$ cat config.mk
export PLATFORM = sky130hd
export DESIGN_NAME = lap_kernel
export DESIGN_NICKNAME = d
export VERILOG_FILES = /design/src/hw/rtl/assert_macros.svh /design/src/hw/rtl/lap_pkg.sv /design/src/hw/rtl/lap_kernel.sv
export SDC_FILE = /design/constraint.sdc
export NUM_CORES = 1
export LEC_CHECK = 0
export ABC_AREA = 1
export BUFFER_PORTS_ARGS = -buffer_cell sky130_fd_sc_hd__buf_2
export CAP_MARGIN = 20
export CELL_PAD_IN_SITES_DETAIL_PLACEMENT = 0
export CELL_PAD_IN_SITES_GLOBAL_PLACEMENT = 2
export CORE_MARGIN = 3
export CORE_UTILIZATION = 38
export DETAILED_ROUTE_END_ITERATION = 10
export PLACE_DENSITY = 0.78
export SLEW_MARGIN = 20
export SYNTH_ARGS = -nofsm -noshare
export SYNTH_HDL_FRONTEND = slang
export SYNTH_SLANG_ARGS = --single-unit
$ cat constraint.sdc
create_clock -name i_clk -period 30.9 [get_ports i_clk]
set_clock_uncertainty 0.15 [all_clocks]
set_input_delay 9.27 -clock i_clk [delete_from_list [all_inputs] [get_ports i_clk]]
set_output_delay 9.27 -clock i_clk [all_outputs]
set_load 0.01 [all_outputs]
$ cat src/hw/rtl/assert_macros.svh
// assertion helpers shared by the rtl
`ifndef ASSERT_MACROS_SVH
`define ASSERT_MACROS_SVH

// same-cycle implication, checked out of reset
`define LAP_ASSERT_NOW(label, clk, rst_n, ante, cons, msg) \
    label: assert property (@(posedge clk) disable iff (!rst_n) (ante) |-> (cons)) \
        else $error(msg);

// next-cycle implication, checked out of reset
`define LAP_ASSERT_NEXT(label, clk, rst_n, ante, cons, msg) \
    label: assert property (@(posedge clk) disable iff (!rst_n) (ante) |=> (cons)) \
        else $error(msg);

`endif

$ cat src/hw/rtl/lap_pkg.sv
`timescale 1ns / 1ps
package lap_pkg;

    localparam int PIX_W        = 8;
    localparam int CFG_W        = 11;
    localparam int CFG_IDX_W    = 2;
    localparam int HEIGHT_LIMIT = 1024;
    localparam int ROW_W        = 10;

    // scaling: ((lap + 288) * 11) / 25, saturated to 0..255
    localparam int BIAS         = 288;
    localparam int SCALE_NUM    = 11;
    localparam int SCALE_DEN    = 25;
    localparam int SAT_LIMIT    = 256 * SCALE_DEN;
    // floor(x / 25) == (x * 5243) >> 17 for every x below SAT_LIMIT
    localparam int RECIP        = 5243;
    localparam int RECIP_SHIFT  = 17;

    typedef enum logic [CFG_IDX_W-1:0] {
        CFG_IMAGE_WIDTH  = 2'd0,
        CFG_IMAGE_HEIGHT = 2'd1
    } t_cfg_idx;

    // position flags of one pixel in the frame
    typedef struct packed {
        logic produce;  // interior centre completed by this pixel
        logic last;     // last interior result of the frame
    } t_pos;

endpackage

$ cat src/hw/rtl/lap_kernel.sv
`timescale 1ns / 1ps
module lap_kernel
    import lap_pkg::*;
    (
        input  logic             i_clk,
        input  logic             i_rst_n,
        input  logic             i_shift,
        input  logic [PIX_W-1:0] i_pixel,
        input  logic [PIX_W-1:0] i_top,
        input  logic [PIX_W-1:0] i_mid,
        output logic [PIX_W-1:0] o_result
    );

    // centre column of the window plus the west neighbour of the centre
    logic [PIX_W-1:0] r_top, r_bot, r_mid1, r_mid2;

    logic [PIX_W+1:0]   nbr_sum;
    logic signed [11:0] lap;
    logic signed [11:0] biased;
    logic [13:0]        scaled;
    logic [26:0]        prod;

    always_ff @(posedge i_clk) begin
        if (!i_rst_n) begin
            r_top  <= '0;
            r_bot  <= '0;
            r_mid1 <= '0;
            r_mid2 <= '0;
        end else if (i_shift) begin
            r_top  <= i_top;
            r_bot  <= i_pixel;
            r_mid1 <= r_mid2;
            r_mid2 <= i_mid;
        end
    end

    // north + south + west + east - 4 * centre
    assign nbr_sum = (PIX_W+2)'(r_top) + (PIX_W+2)'(r_bot)
                   + (PIX_W+2)'(r_mid1) + (PIX_W+2)'(i_mid);
    assign lap     = signed'(12'(nbr_sum)) - signed'(12'({r_mid2, 2'b00}));
    assign biased  = lap + 12'(BIAS);
    assign scaled  = ({3'b000, biased[10:0]} << 3) + ({3'b000, biased[10:0]} << 1)
                   + {3'b000, biased[10:0]};
    assign prod    = 27'(scaled) * 27'(RECIP);

    always_comb begin
        if (biased <= 12'sd0) begin
            o_result = '0;
        end else if (scaled >= 14'(SAT_LIMIT)) begin
            o_result = '1;
        end else begin
            o_result = prod[RECIP_SHIFT +: PIX_W];
        end
    end

endmodule

==> summary.md, run 1 <==
| Metric | Value |
|---|---|
| Final period util | `91.95%` |
| First-pass iteration count of the detailed router | `4` |
| Synth Instances | `between 900 and 1000` |
| Yosys cell types | `36` |
| Port-buffer cells | `34` |
| Endpoints failing setup | `0` |
| Highest clock rate | `35.20 MHz` |
| DR iter-0 viols | `158` |
| Vias per cell | `~4.7` |
| Largest net degree at the start of global routing | `34` |
| Final worst slack | `around 2500 ps` |
| Synth-to-Final Area Change | `7.921%` |
| # nets final | `approximately 1200` |
| Yosys warning count | `0` |
| Synth top cells by count | `inv_1 (249), ha_1 (128), nand2_1 (124), fa_1 (86), nor2_1 (60)` |
| Core footprint | `0.01809 mm^2` |
| Starting Density | `about 40%` |
| EDFF count, synth | `0` |
| Clock sinks | `32` |
| Post-Layout Cell Count | `~1200` |
| Hpwl dp | `between 10000 and 15000 um` |
| Post-CTS resize count | `0` |
| Critical path launch point type | `input port` |
| Most numerous cell in the Yosys netlist | `inv_1` |
| Worst Path Max Fanout | `7` |
| Cell taking the most area after synthesis | `fa_1` |
| Mapped Nets | `roughly 1200` |
| Critical Path RT | `roughly 21000 ps` |
| Syn Area/Cell | `roughly 7.7 um^2` |
| Status | `complete, no violations` |
| Crit-path max cell delay | `about 550 ps` |
| Final Wtd Congestion | `slightly below 0.8` |
| Worst skew pair latency | `about 270 ps` |
| Slew @ Worst Pin | `between 900 and 1000 ps` |
| Slew Viols, Final | `0` |
| Reg clk slew, reported paths | `around 50 ps` |
| Count of state elements after synthesis | `32` |
| Mapped cell area | `approximately 0.0070 mm^2` |
| Die X | `around 140 um` |
| WL/cell | `around 14 um` |
| Register area share after synthesis | `a little under a tenth` |
| CP endpoint kind | `output pin` |
| Hold crit path type | `reg -> reg` |
| Row cnt | `slightly below 50` |
| RSZ-0062 raised after global routing | `no` |
| Top cell type's share of synthesized area | `between 20 and 25%` |
| Max_cap viols | `0` |
| Rel. slew slack | `38.34%` |
| WP data arrival | `around 19000 ps` |
| Setup WS pre-CTS | `approximately 2400 ps` |
| Hold_buf cts | `0` |
| Total grt overflow | `0` |
| Final TNS setup | `0 ps` |
| Gr usage total | `around 17%` |
| CTS H-tree depth | `2` |
| # Post-CTS Setup Buffers | `0` |
| First-pass GRT wire length | `between 20000 and 30000 um` |
| Hold Violations, Final | `0` |
| CTS Root Cell | `clkbuf_16` |
| ANT nets after route | `0` |
| Share of cells above drive strength 1 | `around 7.3%` |
| Clock Path Buffers | `2` |
| Period minus WS final | `28410 ps` |
| Top cell by count, worst path | `inv_1` |
| ANT cells | `0` |
| Slowest-stage cell, CP | `fa_1` |
| Vias in the first global route | `5788` |
| Die area | `0.02017 mm^2` |
| Vias | `between 5000 and 6000` |
| CTS tree | `done` |
| Die height | `between 100 and 150 um` |
| Finished Core Util | `a little over two fifths` |
| CTS buffer count | `5` |
| Crit path kind | `in -> out` |
| Synth Flop Type | `dfxtp_1` |
| Post-synth ARST share | `0%` |
| Initial antenna violation count | `0` |
| Top post-synthesis cells by area | `fa_1 (24%), ha_1 (23%), inv_1 (13%)` |
| DR DRC count | `0` |
| Dpl cells | `~1200` |
| Number of placed I/O pins | `35` |
| Detailed Route WL | `around 16000 um` |
[worst max-delay path, delay by kind of cell]
| family | cells | cell delay, ps |
|---|---|---|
| AO/OA/AOI/OAI | 1 | 150 |
| buffers and inverters | 12 | 970 |
| adder cells (fa/ha/maj) | 13 | 5540 |
| XOR/XNOR | 3 | 900 |
| AND/OR/NAND/NOR | 15 | 2140 |
[cell usage in the layout (no fill, tap or decap), types with 3 or more instances in the layout]
cell type,count
a21o_1,9
a21oi_1,43
buf_2,34
clkbuf_16,5
dfxtp_1,32
fa_1,86
ha_1,128
inv_1,249
nand2_1,124
nand2_2,10
nand2_4,3
nand3_1,39
nand3_2,5
nand3b_1,5
nand4_1,11
nor2_1,60
nor3_1,7
o21ai_0,44
o21bai_1,7
xnor2_1,9
xor2_1,13
[layout make-up]
class / instances / area, um^2
Tap cell: 229 / 286.5
Clock inverter: 1 / 5.005
Clock buffer: 6 / 128.9
Inverter: 251 / 947.2
Sequential cell: 32 / 640.6
Timing Repair Buffer: 34 / 170.2
Multi-Input combinational cell: 620 / 5408
Fill cell: 1899 / 10500
[metrics by stage]
stage	hold WS, ps	area, um^2
floorplan	284.7	7029
global placement	303.8	7452
finish	317.5	7586
global route	352.7	7586
CTS	320.2	7586
detailed placement	309.6	7452
[sequential cells by signal, indices dropped and copies added (netlist names)]
name and cells:
r_mid1 8, r_mid2 8, r_top 8, r_bot 8
[final timing paths]
check        cells past startpoint           to  slack (ps)       from
max                             44  o_result[4]        2490   i_mid[2]
min                              2     r_top[1]         320   r_top[1]
max reg2reg                      2    r_mid2[1]       30080  r_mid2[1]
min reg2reg                      2     r_top[1]         320   r_top[1]
[metal layers]
layer | share of wire [%] | global-route usage (%) | up-vias
li1 | - | - | 2872
met1 | 43 | 20.68 | 2560
met2 | 55 | 33.84 | 56
met3 | 1.8 | 1.647 | 4
met4 | 0.37 | 1.667 | 0
met5 | 0 | 0 | -
[cells by family after synthesis]
| logic type | synth area share, % |
|---|---|
| AOI/OAI and AO/OA | 8.900 |
| adders and majority gates | 47.28 |
| buffers and inverters | 13.96 |
| DFF | 9.114 |
| xor gates and xnor gates | 3.133 |
| and+or+nand+nor | 17.62 |
Power of run 1 is left out: the tool's default activity adds up to more than one toggle a clock period on the data nets, which glitch-free logic cannot reach.
==> inputs of run 2 (changes only) <==
Settings changed: CORE_UTILIZATION 38 to 39, CTS_BUF_LIST set to sky130_fd_sc_hd__clkbuf_4 sky130_fd_sc_hd__clkbuf_8, PLACE_DENSITY 0.78 to 0.8, TNS_END_PERCENT set to 50.
==> run 2 against run 1 <==
Against the previous run: via count is essentially flat; global-route usage up 0.052 points; worst hold slack got worse by 1.1 ps; non-clock buffer count is the same; worst setup slack better by 140 ps.
==> summary.md, run 2 (synthesis gave the netlist of run 1 again) <==
| Metric | Value |
|---|---|
| Status | `complete, no violations` |
| Post-CTS resize count | `0` |
| CP endpoint kind | `output pin` |
| First-pass GRT wire length | `~28000 um` |
| # nets final | `around 1200` |
| Final Wtd Congestion | `approximately 0.8` |
| Crit path kind | `in -> out` |
| Hold path startpoint | `r_bot[1]` |
| First-pass iteration count of the detailed router | `4` |
| Vias | `around 5500` |
| Hold Violations, Final | `0` |
| Hold Path Stages | `2` |
| Die X | `140.3 um` |
| CTS buffer count | `5` |
| Port-buffer cells | `34` |
| Initial antenna violation count | `0` |
| RSZ-0062 raised after global routing | `no` |
| Max_cap viols | `0` |
| Reg clk slew, reported paths | `70 ps` |
| CP Buf/Inv Count | `12` |
| Clock sinks | `32` |
| Starting Density | `40.22%` |
| CTS tree | `done` |
| Hpwl dp | `14290 um` |
| Synth-to-Final Area Change | `7.334%` |
| Gr usage total | `between 10% and 20%` |
| WP data arrival | `around 19000 ps` |
| Vias in the first global route | `just under 6000` |
| Crit path max-delay family | `adder cells` |
| DR DRC count | `0` |
| Hold_buf cts | `0` |
| Most frequent cells in the layout | `inv_1 (249), ha_1 (128), nand2_1 (124)` |
| Rel. slew slack | `34.61%` |
| Row cnt | `48` |
| Core footprint | `0.01748 mm^2` |
| Critical path launch point type | `input port` |
| Die height | `approximately 140 um` |
| Share of cells above drive strength 1 | `between 7 and 8%` |
| Reg2Reg Launch Point | `r_mid2[1]` |
| Worst R2R End | `r_mid2[1]` |
| Crit-path max cell delay | `550 ps` |
| Dpl cells | `1162` |
| Hold crit path type | `reg -> reg` |
| Number of placed I/O pins | `35` |
| Worst Path Max Fanout | `7` |
| Final TNS setup | `0 ps` |
| Slew @ Worst Pin | `between 900 and 1000 ps` |
| ANT cells | `0` |
| WL/cell | `approximately 14 um` |
| ANT nets after route | `0` |
| Critical Path RT | `~21000 ps` |
| Clock Path Buffers | `2` |
| Commonest non-fill, non-tap cell in the layout | `inv_1` |
| # Post-CTS Setup Buffers | `0` |
| Slowest-stage cell, CP | `fa_1` |
| End of the worst hold path | `r_bot[1]` |
| Endpoints failing setup | `0` |
| Total grt overflow | `0` |
| Largest net degree at the start of global routing | `34` |
| Highest clock rate | `approximately 35 MHz` |
| Die area | `0.01967 mm^2` |
| CTS H-tree depth | `2` |
| Slew Viols, Final | `0` |
| DR iter-0 viols | `~160` |
| Vias per cell | `between 4 and 5` |
| Post-Layout Cell Count | `between 1000 and 1500` |
| Period minus WS final | `approximately 28000 ps` |
| Setup slack, reg-to-reg | `around 30000 ps` |
| CTS Root Cell | `clkbuf_8` |
| Detailed Route WL | `roughly 16000 um` |
| Final period util | `between 90 and 100%` |
| R2r worst-path depth | `2` |
| Top cell by count, worst path | `inv_1` |
| Worst skew pair latency | `around 280 ps` |
run 2: worst max-delay path by stage:
stage                     slack, ps  cells past startpoint      from     endpoint
after CTS                      2580                     44  i_mid[2]  o_result[4]
after global routing           1870                     46  i_mid[2]  o_result[4]
after floorplan                3560                     44  i_mid[2]  o_result[3]
after global placement         2660                     44  i_mid[2]  o_result[4]
final                          2630                     45  i_mid[2]  o_result[6]
after detailed placement       2600                     44  i_mid[2]  o_result[4]
run 2: per-layer routing:
layer	vias to the layer above	share of wire (%)	track usage (%)
li1	2868	-	-
met1	2567	43	20.85
met2	37	54	33.44
met3	18	0.93	1.058
met4	0	1.6	3.264
met5	-	0	0
run 2: metrics by stage:
stage / util [%] / hold slack, ps / cell area, um^2 / setup slack (ps)
3_5_place_dp: 42.61 / 306.7 / 7447 / 2603
2_1_floorplan: - / 284.7 / 7029 / 3563
4_1_cts: 43.17 / 316.8 / 7545 / 2581
6_report: 43.17 / 316.4 / 7545 / 2628
5_1_grt: 43.17 / 361.2 / 7545 / 1869
3_3_place_gp: 42.61 / 299.5 / 7447 / 2660
run 2: area by class of cell:
| cell class | count | area [um^2] |
|---|---|---|
| Clock buffer | 8 | 97.59 |
| Fill cell | 1848 | 9932 |
| Inverter | 251 | 947.2 |
| Multi-Input combinational cell | 620 | 5408 |
| Sequential cell | 32 | 640.6 |
| Tap cell | 225 | 281.5 |
| Timing Repair Buffer | 34 | 170.2 |
run 2: worst reg2reg max path, stage by stage, from the launching register on:
cell,delay (ps)
dfxtp_1,340
o21ai_0,150
a21oi_1,50
Power of run 2 is left out for the same reason.
