--- config.mk ---
export PLATFORM = sky130hd
export DESIGN_NAME = lap_scan
export DESIGN_NICKNAME = d
export VERILOG_FILES = /design/src/hw/rtl/assert_macros.svh /design/src/hw/rtl/lap_pkg.sv /design/src/hw/rtl/lap_scan.sv
export SDC_FILE = /design/constraint.sdc
export NUM_CORES = 1
export LEC_CHECK = 0
export ABC_AREA = 1
export BUFFER_PORTS_ARGS = -buffer_cell sky130_fd_sc_hd__buf_2
export CORE_UTILIZATION = 53
export CTS_CLUSTER_SIZE = 8
export DETAILED_ROUTE_END_ITERATION = 8
export PLACE_DENSITY = 0.76
export SLEW_MARGIN = 10
export SYNTH_ARGS = -nofsm -noshare
export SYNTH_HDL_FRONTEND = slang
export SYNTH_SLANG_ARGS = --single-unit
--- constraint.sdc ---
create_clock -name i_clk -period 2.02 [get_ports i_clk]
set_clock_uncertainty 0.2 [all_clocks]
set_input_delay 0.404 -clock i_clk [delete_from_list [all_inputs] [get_ports i_clk]]
set_output_delay 0.404 -clock i_clk [all_outputs]
set_load 0.02 [all_outputs]
--- src/hw/rtl/assert_macros.svh ---
// assertion helpers shared by the rtl
`ifndef ASSERT_MACROS_SVH
`define ASSERT_MACROS_SVH

// same-cycle implication, checked out of reset
`define LAP_ASSERT_NOW(label, clk, rst_n, ante, cons, msg) \
    label: assert property (@(posedge clk) disable iff (!rst_n) (ante) |-> (cons)) \
        else $error(msg);

// next-cycle implication, checked out of reset
`define LAP_ASSERT_NEXT(label, clk, rst_n, ante, cons, msg) \
    label: assert property (@(posedge clk) disable iff (!rst_n) (ante) |=> (cons)) \
        else $error(msg);

`endif

--- src/hw/rtl/lap_pkg.sv ---
`timescale 1ns / 1ps
package lap_pkg;

    localparam int PIX_W        = 8;
    localparam int CFG_W        = 11;
    localparam int CFG_IDX_W    = 2;
    localparam int HEIGHT_LIMIT = 1024;
    localparam int ROW_W        = 10;

    // scaling: ((lap + 288) * 11) / 25, saturated to 0..255
    localparam int BIAS         = 288;
    localparam int SCALE_NUM    = 11;
    localparam int SCALE_DEN    = 25;
    localparam int SAT_LIMIT    = 256 * SCALE_DEN;
    // floor(x / 25) == (x * 5243) >> 17 for every x below SAT_LIMIT
    localparam int RECIP        = 5243;
    localparam int RECIP_SHIFT  = 17;

    typedef enum logic [CFG_IDX_W-1:0] {
        CFG_IMAGE_WIDTH  = 2'd0,
        CFG_IMAGE_HEIGHT = 2'd1
    } t_cfg_idx;

    // position flags of one pixel in the frame
    typedef struct packed {
        logic produce;  // interior centre completed by this pixel
        logic last;     // last interior result of the frame
    } t_pos;

endpackage

--- src/hw/rtl/lap_scan.sv ---
`timescale 1ns / 1ps
module lap_scan
    import lap_pkg::*;
    #(
        parameter int MAX_WIDTH = 1024
    )
    (
        input  logic                          i_clk,
        input  logic                          i_rst_n,
        input  logic                          i_cfg_valid,
        input  logic [CFG_IDX_W-1:0]          i_cfg_index,
        input  logic [CFG_W-1:0]              i_cfg_data,
        input  logic                          i_step,
        output logic [$clog2(MAX_WIDTH)-1:0]  o_col,
        output t_pos                          o_pos
    );

    localparam int COL_W = $clog2(MAX_WIDTH);
    localparam int CMP_W = (COL_W + 1 > CFG_W) ? COL_W + 1 : CFG_W;
    localparam logic [CFG_W-1:0] WIDTH_RESET  = CFG_W'(640);
    localparam logic [CFG_W-1:0] HEIGHT_RESET = CFG_W'(480);

    // clamp a requested size and return its last index
    function automatic logic [CMP_W-1:0] last_of(input logic [CFG_W-1:0] value,
                                                 input int unsigned     hi);
        logic [CMP_W-1:0] v;
        v = CMP_W'(value);
        if (v < CMP_W'(3)) begin
            v = CMP_W'(3);
        end else if (v > CMP_W'(hi)) begin
            v = CMP_W'(hi);
        end
        return v - CMP_W'(1);
    endfunction

    logic [COL_W-1:0] r_width_last,  n_width_last;
    logic [ROW_W-1:0] r_height_last, n_height_last;
    logic [COL_W-1:0] r_col, n_col;
    logic [ROW_W-1:0] r_row, n_row;
    logic             col_end, row_end;

    assign col_end = (r_col == r_width_last);
    assign row_end = (r_row == r_height_last);

    always_comb begin
        n_width_last  = r_width_last;
        n_height_last = r_height_last;
        n_col         = r_col;
        n_row         = r_row;
        if (i_step) begin
            if (col_end) begin
                n_col = '0;
                n_row = row_end ? '0 : r_row + ROW_W'(1);
            end else begin
                n_col = r_col + COL_W'(1);
            end
        end
        if (i_cfg_valid) begin
            case (t_cfg_idx'(i_cfg_index))
                CFG_IMAGE_WIDTH: begin
                    n_width_last = COL_W'(last_of(i_cfg_data, MAX_WIDTH));
                    n_col        = '0;
                    n_row        = '0;
                end
                CFG_IMAGE_HEIGHT: begin
                    n_height_last = ROW_W'(last_of(i_cfg_data, HEIGHT_LIMIT));
                    n_col         = '0;
                    n_row         = '0;
                end
                default: begin
                end
            endcase
        end
    end

    always_ff @(posedge i_clk) begin
        if (!i_rst_n) begin
            r_width_last  <= COL_W'(last_of(WIDTH_RESET, MAX_WIDTH));
            r_height_last <= ROW_W'(last_of(HEIGHT_RESET, HEIGHT_LIMIT));
            r_col         <= '0;
            r_row         <= '0;
        end else begin
            r_width_last  <= n_width_last;
            r_height_last <= n_height_last;
            r_col         <= n_col;
            r_row         <= n_row;
        end
    end

    assign o_col         = r_col;
    assign o_pos.produce = (r_row >= ROW_W'(2)) && (r_col >= COL_W'(2));
    assign o_pos.last    = row_end && col_end;

endmodule

==> results of run 1 <==
-- what timing repair did --
action                                  4_1_cts  5_1_grt
gates resized for setup                      14        9
buffers inserted                              2        0
endpoints found under the hold margin         0        0
endpoints found under the setup margin        2        4
pin swaps                                     4        2
-- how the worst min path moves through the flow --
stage	to	from	cells after the start
6_report	r_height_last[9]	i_rst_n	3
5_1_grt	r_height_last[9]	i_rst_n	3
4_1_cts	r_height_last[9]	i_rst_n	3
3_5_place_dp	r_width_last[2]	r_width_last[2]	2
3_3_place_gp	r_height_last[2]	r_height_last[2]	2
2_1_floorplan	r_height_last[2]	r_height_last[2]	2
-- critical path, delay by kind of cell (launching register included) --
| kind | cells | cell delay, ns |
|---|---|---|
| AO/OA/AOI/OAI | 1 | 0.03 |
| flip-flops | 1 | 0.34 |
| AND/OR/NAND/NOR | 2 | 0.38 |
| buffers and inverters | 4 | 0.53 |
-- sequential cells by signal, summed over array words and instances (netlist names) --
name,cells
r_height_last,10
o_col,10
r_width_last,10
r_row,10
-- cell type report --
class                           instances  area [um2]  area share, %
Timing Repair Buffer                   67         443           14.0
Clock inverter                          3        42.5           1.34
Inverter                               49         186           5.89
Multi-Input combinational cell        278        1550           48.9
Clock buffer                            5        68.8           2.18
Sequential cell                        40         810           25.6
Tap cell                               52        65.1           2.06
-- placed cells by master (no fill, tap or decap), types with 2 or more instances in the layout --
master	Yosys	layout
nand2_1	89	89
nand3_1	27	26
ha_2	0	2
clkbuf_8	0	5
o21ai_1	3	3
inv_1	42	39
o21ai_0	24	24
dfxtp_1	40	33
nand2_2	4	4
nor2_2	5	8
ha_1	5	2
nand4_1	4	4
a21oi_1	31	30
nor2_1	32	29
nor3_1	8	8
or2_0	4	4
buf_6	1	2
xor2_1	11	11
nor4_2	0	2
xnor2_1	11	11
clkinv_1	2	2
nand3_2	1	2
buf_4	1	38
inv_2	4	7
dfxtp_2	0	7
buf_2	2	27
-- synth_stat cells, drive strengths merged --
cell type,number
nand2,94
inv,47
dfxtp,40
nor2,37
a21oi,32
nand3,29
o21ai,27
xnor2,12
xor2,11
nor3,10
buf,6
or2,6
clkbuf,5
ha,5
nand4,4
nor4,3
clkinv,2
nor3b,2
a21boi,1
a41oi,1
nand3b,1
o2111ai,1
o211ai,1
o21a,1
-- cell families after synthesis --
group / after synthesis / synth area share, %
compound gates: 64 / 13.6
xor+xnor: 23 / 8.21
fa+ha+maj: 5 / 2.46
buf+inv: 60 / 9.98
flops: 40 / 31.5
simple gates: 186 / 34.3
-- power by group --
group,switching [mW],internal [mW],total [mW]
logic,0.178,0.133,0.311
registers,0.0300,0.822,0.852
clock network,0.293,0.366,0.659
-- through the flow --
stage / std cells / power, mW / util (%) / instance area (um2) / hold WS, ns
final: 494 / 1.82 / 70.7 / 3160 / 0.191
after global routing: 494 / 1.90 / 70.7 / 3160 / 0.198
after CTS: 494 / 1.82 / 70.2 / 3140 / 0.196
after detailed placement: 484 / 1.17 / 66.4 / 2970 / 0.280
after global placement: 484 / 1.16 / 66.4 / 2970 / 0.268
after floorplan: 378 / 1.05 / - / 2550 / 0.255
-- metal layers --
metal / GRT usage [%] / share of wire (%) / vias up
met2: 44.1 / 48 / 70
met1: 33.2 / 46 / 1150
met5: 0 / 0 / -
li1: - / - / 1345
met4: 9.56 / 1.8 / 0
met3: 4.64 / 4.9 / 13
==> flow_metrics.tcl, run 1 <==
set metrics [dict create \
    fin_crit_ns 2.18 \
    synth.ff_latch_count 40 \
    drt.antenna.violating_nets 0 \
    numCtsBuffers 5 \
    drv_slew 0 \
    syn_nets 400 \
    hold_buffers 0 \
    hpwlAfterDp_um 4730 \
    drt-total-wl_um 6180 \
    die_w_um 71.3 \
    netlist_instances 378 \
    io_pins 29 \
    slowest_stage "dfxtp_2" \
    grt_usage_pct 26.0 \
    grt_pass1_vias 2396 \
    final_nets 463 \
    setup_tns_ns -0.206 \
    drc 0 \
    cp-startpoint "r_row[1]" \
    drive_above_1_share_pct 27.4 \
    tightest_slew_ns 0.457 \
    die_area_mm2 0.00508 \
    clkLatencyLatePin_ns 0.30 \
    p_leak_nw 1.48 \
    critical_path_class "reg -> out" \
    vias 2578 \
    grt_pass1_wl_um 10400 \
    clock_path_buffers 2 \
    path_clk_slew_ns 0.08 \
    power.density_mw_per_mm2 576 \
    ys.warnings.count 0 \
    die_h_um 71.3 \
    status "finished with violations" \
    syn2layout_area_growth_pct 24.3 \
    maxCapViolCount 0 \
    finalSetupViolations 2 \
    ff2ff_path_depth 12 \
    rows 24 \
    setup_slack_ns -0.159 \
    start_util_pct 56.9 \
    critical_path.cell_chain "buf_6, inv_2, nand4_1, nor4_2, buf_4, a41oi_2, buf_2" \
    clockRootBuffer "clkbuf_8" \
    yosys-top-cells-area "dfxtp_1, nand2_1, inv_1, a21oi_1, nand3_1" \
    portBuffers 28 \
    yosysTopAreaCell "dfxtp_1" \
    wl_per_cell_um 12.5 \
    vdd_ir_drop_max_mv 0.456 \
    cts_sinks 40 \
    overflow 0 \
    r2r_setup_slack_ns 0.16 \
    cpPeakStageDelay_ns 0.34 \
    max_freq_mhz 459 \
    antenna_found_initial 0 \
    place_ws_ns -0.167 \
    hold_violations 0 \
    cts_tree "built" \
    grt_setup_unrepaired "yes" \
    htreeDepth 2 \
    crit_required_ns 1.42 \
    synth_area_mm2 0.00254 \
    synthDistinctLibCells 44 \
    worstReg2RegEnd "r_row[6]" \
    n_antenna_cell 0 \
    worstSetupStartpointType "register" \
    cp-endpoint "o_pos[1]" \
    arrival_ns 1.57 \
    regToRegStartpoint "r_row[1]" \
    endpoint_kind "output pin" \
    violations "setup timing" \
    synth-seq-area-share_pct 31.5 \
    place.gp.congestion 0.947 \
    dr.first_iter.drc_count 119 \
    syn_area_per_cell_um2 6.73 \
    worstHoldPathType "in -> reg" \
    max-slew-margin-rel_pct 69.4 \
    fill_cells 375 \
    grt_max_degree 19 \
    finalCritPeriodShare_pct 108 \
    synth_top_area_share_pct 31.5 \
    post_drt_via_cell_ratio 5.22 \
    cp_max_fo 4 \
    drtPass1Iterations 4 \
    core_area_mm2 0.00447 \
]
(Power assumes the default switching activity.)
==> run 2, diff against run 1 <==
--- a/config.mk
+++ b/config.mk
@@ -5,9 +5,8 @@
 export SDC_FILE = /design/constraint.sdc
 export NUM_CORES = 1
 export LEC_CHECK = 0
-export ABC_AREA = 1
 export BUFFER_PORTS_ARGS = -buffer_cell sky130_fd_sc_hd__buf_2
-export CORE_UTILIZATION = 53
+export CORE_UTILIZATION = 52
 export CTS_CLUSTER_SIZE = 8
 export DETAILED_ROUTE_END_ITERATION = 8
 export PLACE_DENSITY = 0.76
==> run 2 against run 1 <==
Against the previous run:
- the flow still finishes with violations (setup timing)
- largest power group unchanged
- design area grew 2.3%
- non-clock buffer count up 7
- area after synthesis shrank 8.6%
- sequential cell count stayed put
- synthesized cell count is 28% lower
- first-iteration DRC count increased by 60%
- register-to-register slack worse by 0.20 ns
- combinational power fell by 13%
==> flow_metrics.tcl, run 2 <==
set metrics [dict create \
    status "finished with violations" \
    violations "setup timing" \
    grt_pass1_vias 2061 \
    n_antenna_cell 0 \
    synth.ff_latch_count 40 \
    syn_nets 293 \
    antenna_found_initial 0 \
    netlist_instances 271 \
    htreeDepth 2 \
    path_clk_slew_ns 0.08 \
    final_common_cell "buf_4" \
    rows 23 \
    die_w_um 68.9 \
    numCtsBuffers 5 \
    drt.antenna.violating_nets 0 \
    postLayoutCellArea_mm2 0.00324 \
    cts_tree "built" \
    setup_slack_ns -0.281 \
    grt_usage_pct 28.4 \
    cp-startpoint "r_row[0]" \
    clockRootBuffer "clkbuf_8" \
    grt_max_degree 20 \
    portBuffers 28 \
    clkLatencyLatePin_ns 0.30 \
    synthDistinctLibCells 46 \
    final_nets 357 \
    vdd_ir_drop_max_mv 0.516 \
    worstHoldPathType "in -> reg" \
    drtPass1Iterations 6 \
    maxCapViolCount 0 \
    arrival_ns 1.70 \
    cts_sinks 40 \
    die_area_mm2 0.00475 \
    synth_top_area_share_pct 34.4 \
    post_drt_via_cell_ratio 6.09 \
    power.density_mw_per_mm2 567 \
    yosysTopAreaCell "dfxtp_1" \
    yosys-top-cells-area "dfxtp_1, xor2_1, nand2_1, o211ai_1, o41ai_2" \
    syn_area_per_cell_um2 8.59 \
    max-slew-margin-rel_pct 65.7 \
    overflow 0 \
    utilization_pct 78.1 \
    clock_path_buffers 2 \
    drive_above_1_share_pct 38.7 \
    max_freq_mhz 435 \
    finalCritPeriodShare_pct 114 \
    synth_ff_type "dfxtp_1" \
    critical_path_class "reg -> out" \
    endpoint_kind "output pin" \
    crit_required_ns 1.42 \
    synth-seq-area-share_pct 34.4 \
    grt_setup_unrepaired "yes" \
    hold_violations 0 \
    start_util_pct 56.2 \
    final_cell_mix "buf_4, dfxtp_1, nand2_1" \
    ys_async_sr_fraction_pct 0 \
    fin_total_pwr_mw 1.84 \
    tightest_slew_ns 0.510 \
    place_area_mm2 0.00278 \
    regToRegStartpoint "r_width_last[5]" \
    drt-total-wl_um 6600 \
    wl_per_cell_um 17.1 \
    dr.first_iter.drc_count 190 \
    fin_crit_ns 2.30 \
    hpwlAfterDp_um 4250 \
    io_pins 29 \
    ys.warnings.count 0 \
    worstSetupStartpointType "register" \
    synth_area_mm2 0.00233 \
    synthTopCellsByCount "dfxtp_1, nand2_1, nor2_1, xor2_1, o211ai_1" \
    syn2layout_area_growth_pct 39.0 \
    synth_edf_count 0 \
    core_area_mm2 0.00414 \
    min_from "i_rst_n" \
    drc 0 \
    drv_slew 0 \
    die_h_um 68.9 \
    vias 2350 \
    cp_max_fo 4 \
    yosysMostFrequentCell "dfxtp_1" \
    grt_pass1_wl_um 9710 \
    finalSetupViolations 12 \
    p_leak_nw 1.41 \
    place.gp.congestion 0.867 \
]
-- run 2: changes by cell type in the layout (fill, tap and decap cells not counted), moves of 7 or more --
| cell | delta |
|---|---|
| nor2_2 | -7 |
| o21ai_0 | -22 |
| xor2_1 | +9 |
| nor2_1 | -9 |
| and3_1 | +11 |
| a21oi_1 | -22 |
| o211ai_1 | +12 |
| inv_1 | -33 |
| nand2_1 | -60 |
| nand3_1 | -19 |
-- run 2: path summary, 6_finish.rpt --
kind | end | slack, ns | cells past startpoint
worst max-delay path | o_pos[1] | -0.28 | 6
worst min register to register | r_height_last[6] | 0.30 | 2
worst min-delay path | r_height_last[7] | 0.14 | 2
worst max register to register | r_row[3] | -0.04 | 7
-- run 2: metal layers --
metal  GRT usage, %  vias to the layer above  routed length, um
li1               -                     1113                  -
met1           36.0                     1110               2920
met2           46.1                      107               3140
met3           6.25                       20                369
met4           12.2                        0                172
met5              0                        -                  0
-- run 2: metrics by stage --
step,hold slack (ns),setup TNS (ns),setup slack (ns),cells
after global placement,0.279,-3.87,-0.451,367
after global routing,0.144,-2.36,-0.323,386
final,0.141,-1.53,-0.281,386
after floorplan,0.241,-2.78,-0.429,271
after CTS,0.145,-0.959,-0.271,379
after detailed placement,0.285,-4.49,-0.511,367
-- run 2: what timing repair did --
| action | CTS | global route |
|---|---|---|
| endpoints found under the setup margin | 11 | 30 |
| resized for setup | 21 | 20 |
| setup buffers | 3 | 7 |
| hold buffers | 0 | 0 |
| pin swaps | 15 | 12 |
| cloned | 1 | 0 |
| hold endpoints to repair | 0 | 0 |
-- run 2: cells by family (layout without fill, tap and decap cells) --
kind of cell,count (synthesis),after routing,share of synthesized area (%)
AOI/OAI and AO/OA,55,55,18.6
xor gates and xnor gates,30,30,11.6
adders and majority gates,5,5,2.69
buffers and inverters,25,89,4.78
DFF,40,40,34.4
muxes,1,1,0.430
and+or+nand+nor,115,116,27.5
-- run 2: critical path, stage by stage, from the launching register on --
cell and delay (ns):
dfxtp_1 0.38, buf_4 0.15, inv_1 0.08, ha_1 0.23, nor4_2 0.27, a31oi_1 0.11, buf_2 0.18
-- run 2: power by group --
group	internal [mW]	switching [mW]
logic	0.124	0.147
clock network	0.436	0.297
registers	0.812	0.0200
-- run 2: area by class of cell --
cell class                 count  area [um2]
clock buffer                   7        96.3
clock inverter                 1        30.0
fill                         277         908
inverter                       7        26.3
multi-input combinational    207        1660
sequential                    40         806
tap                           50        62.6
timing repair buffer          74         551
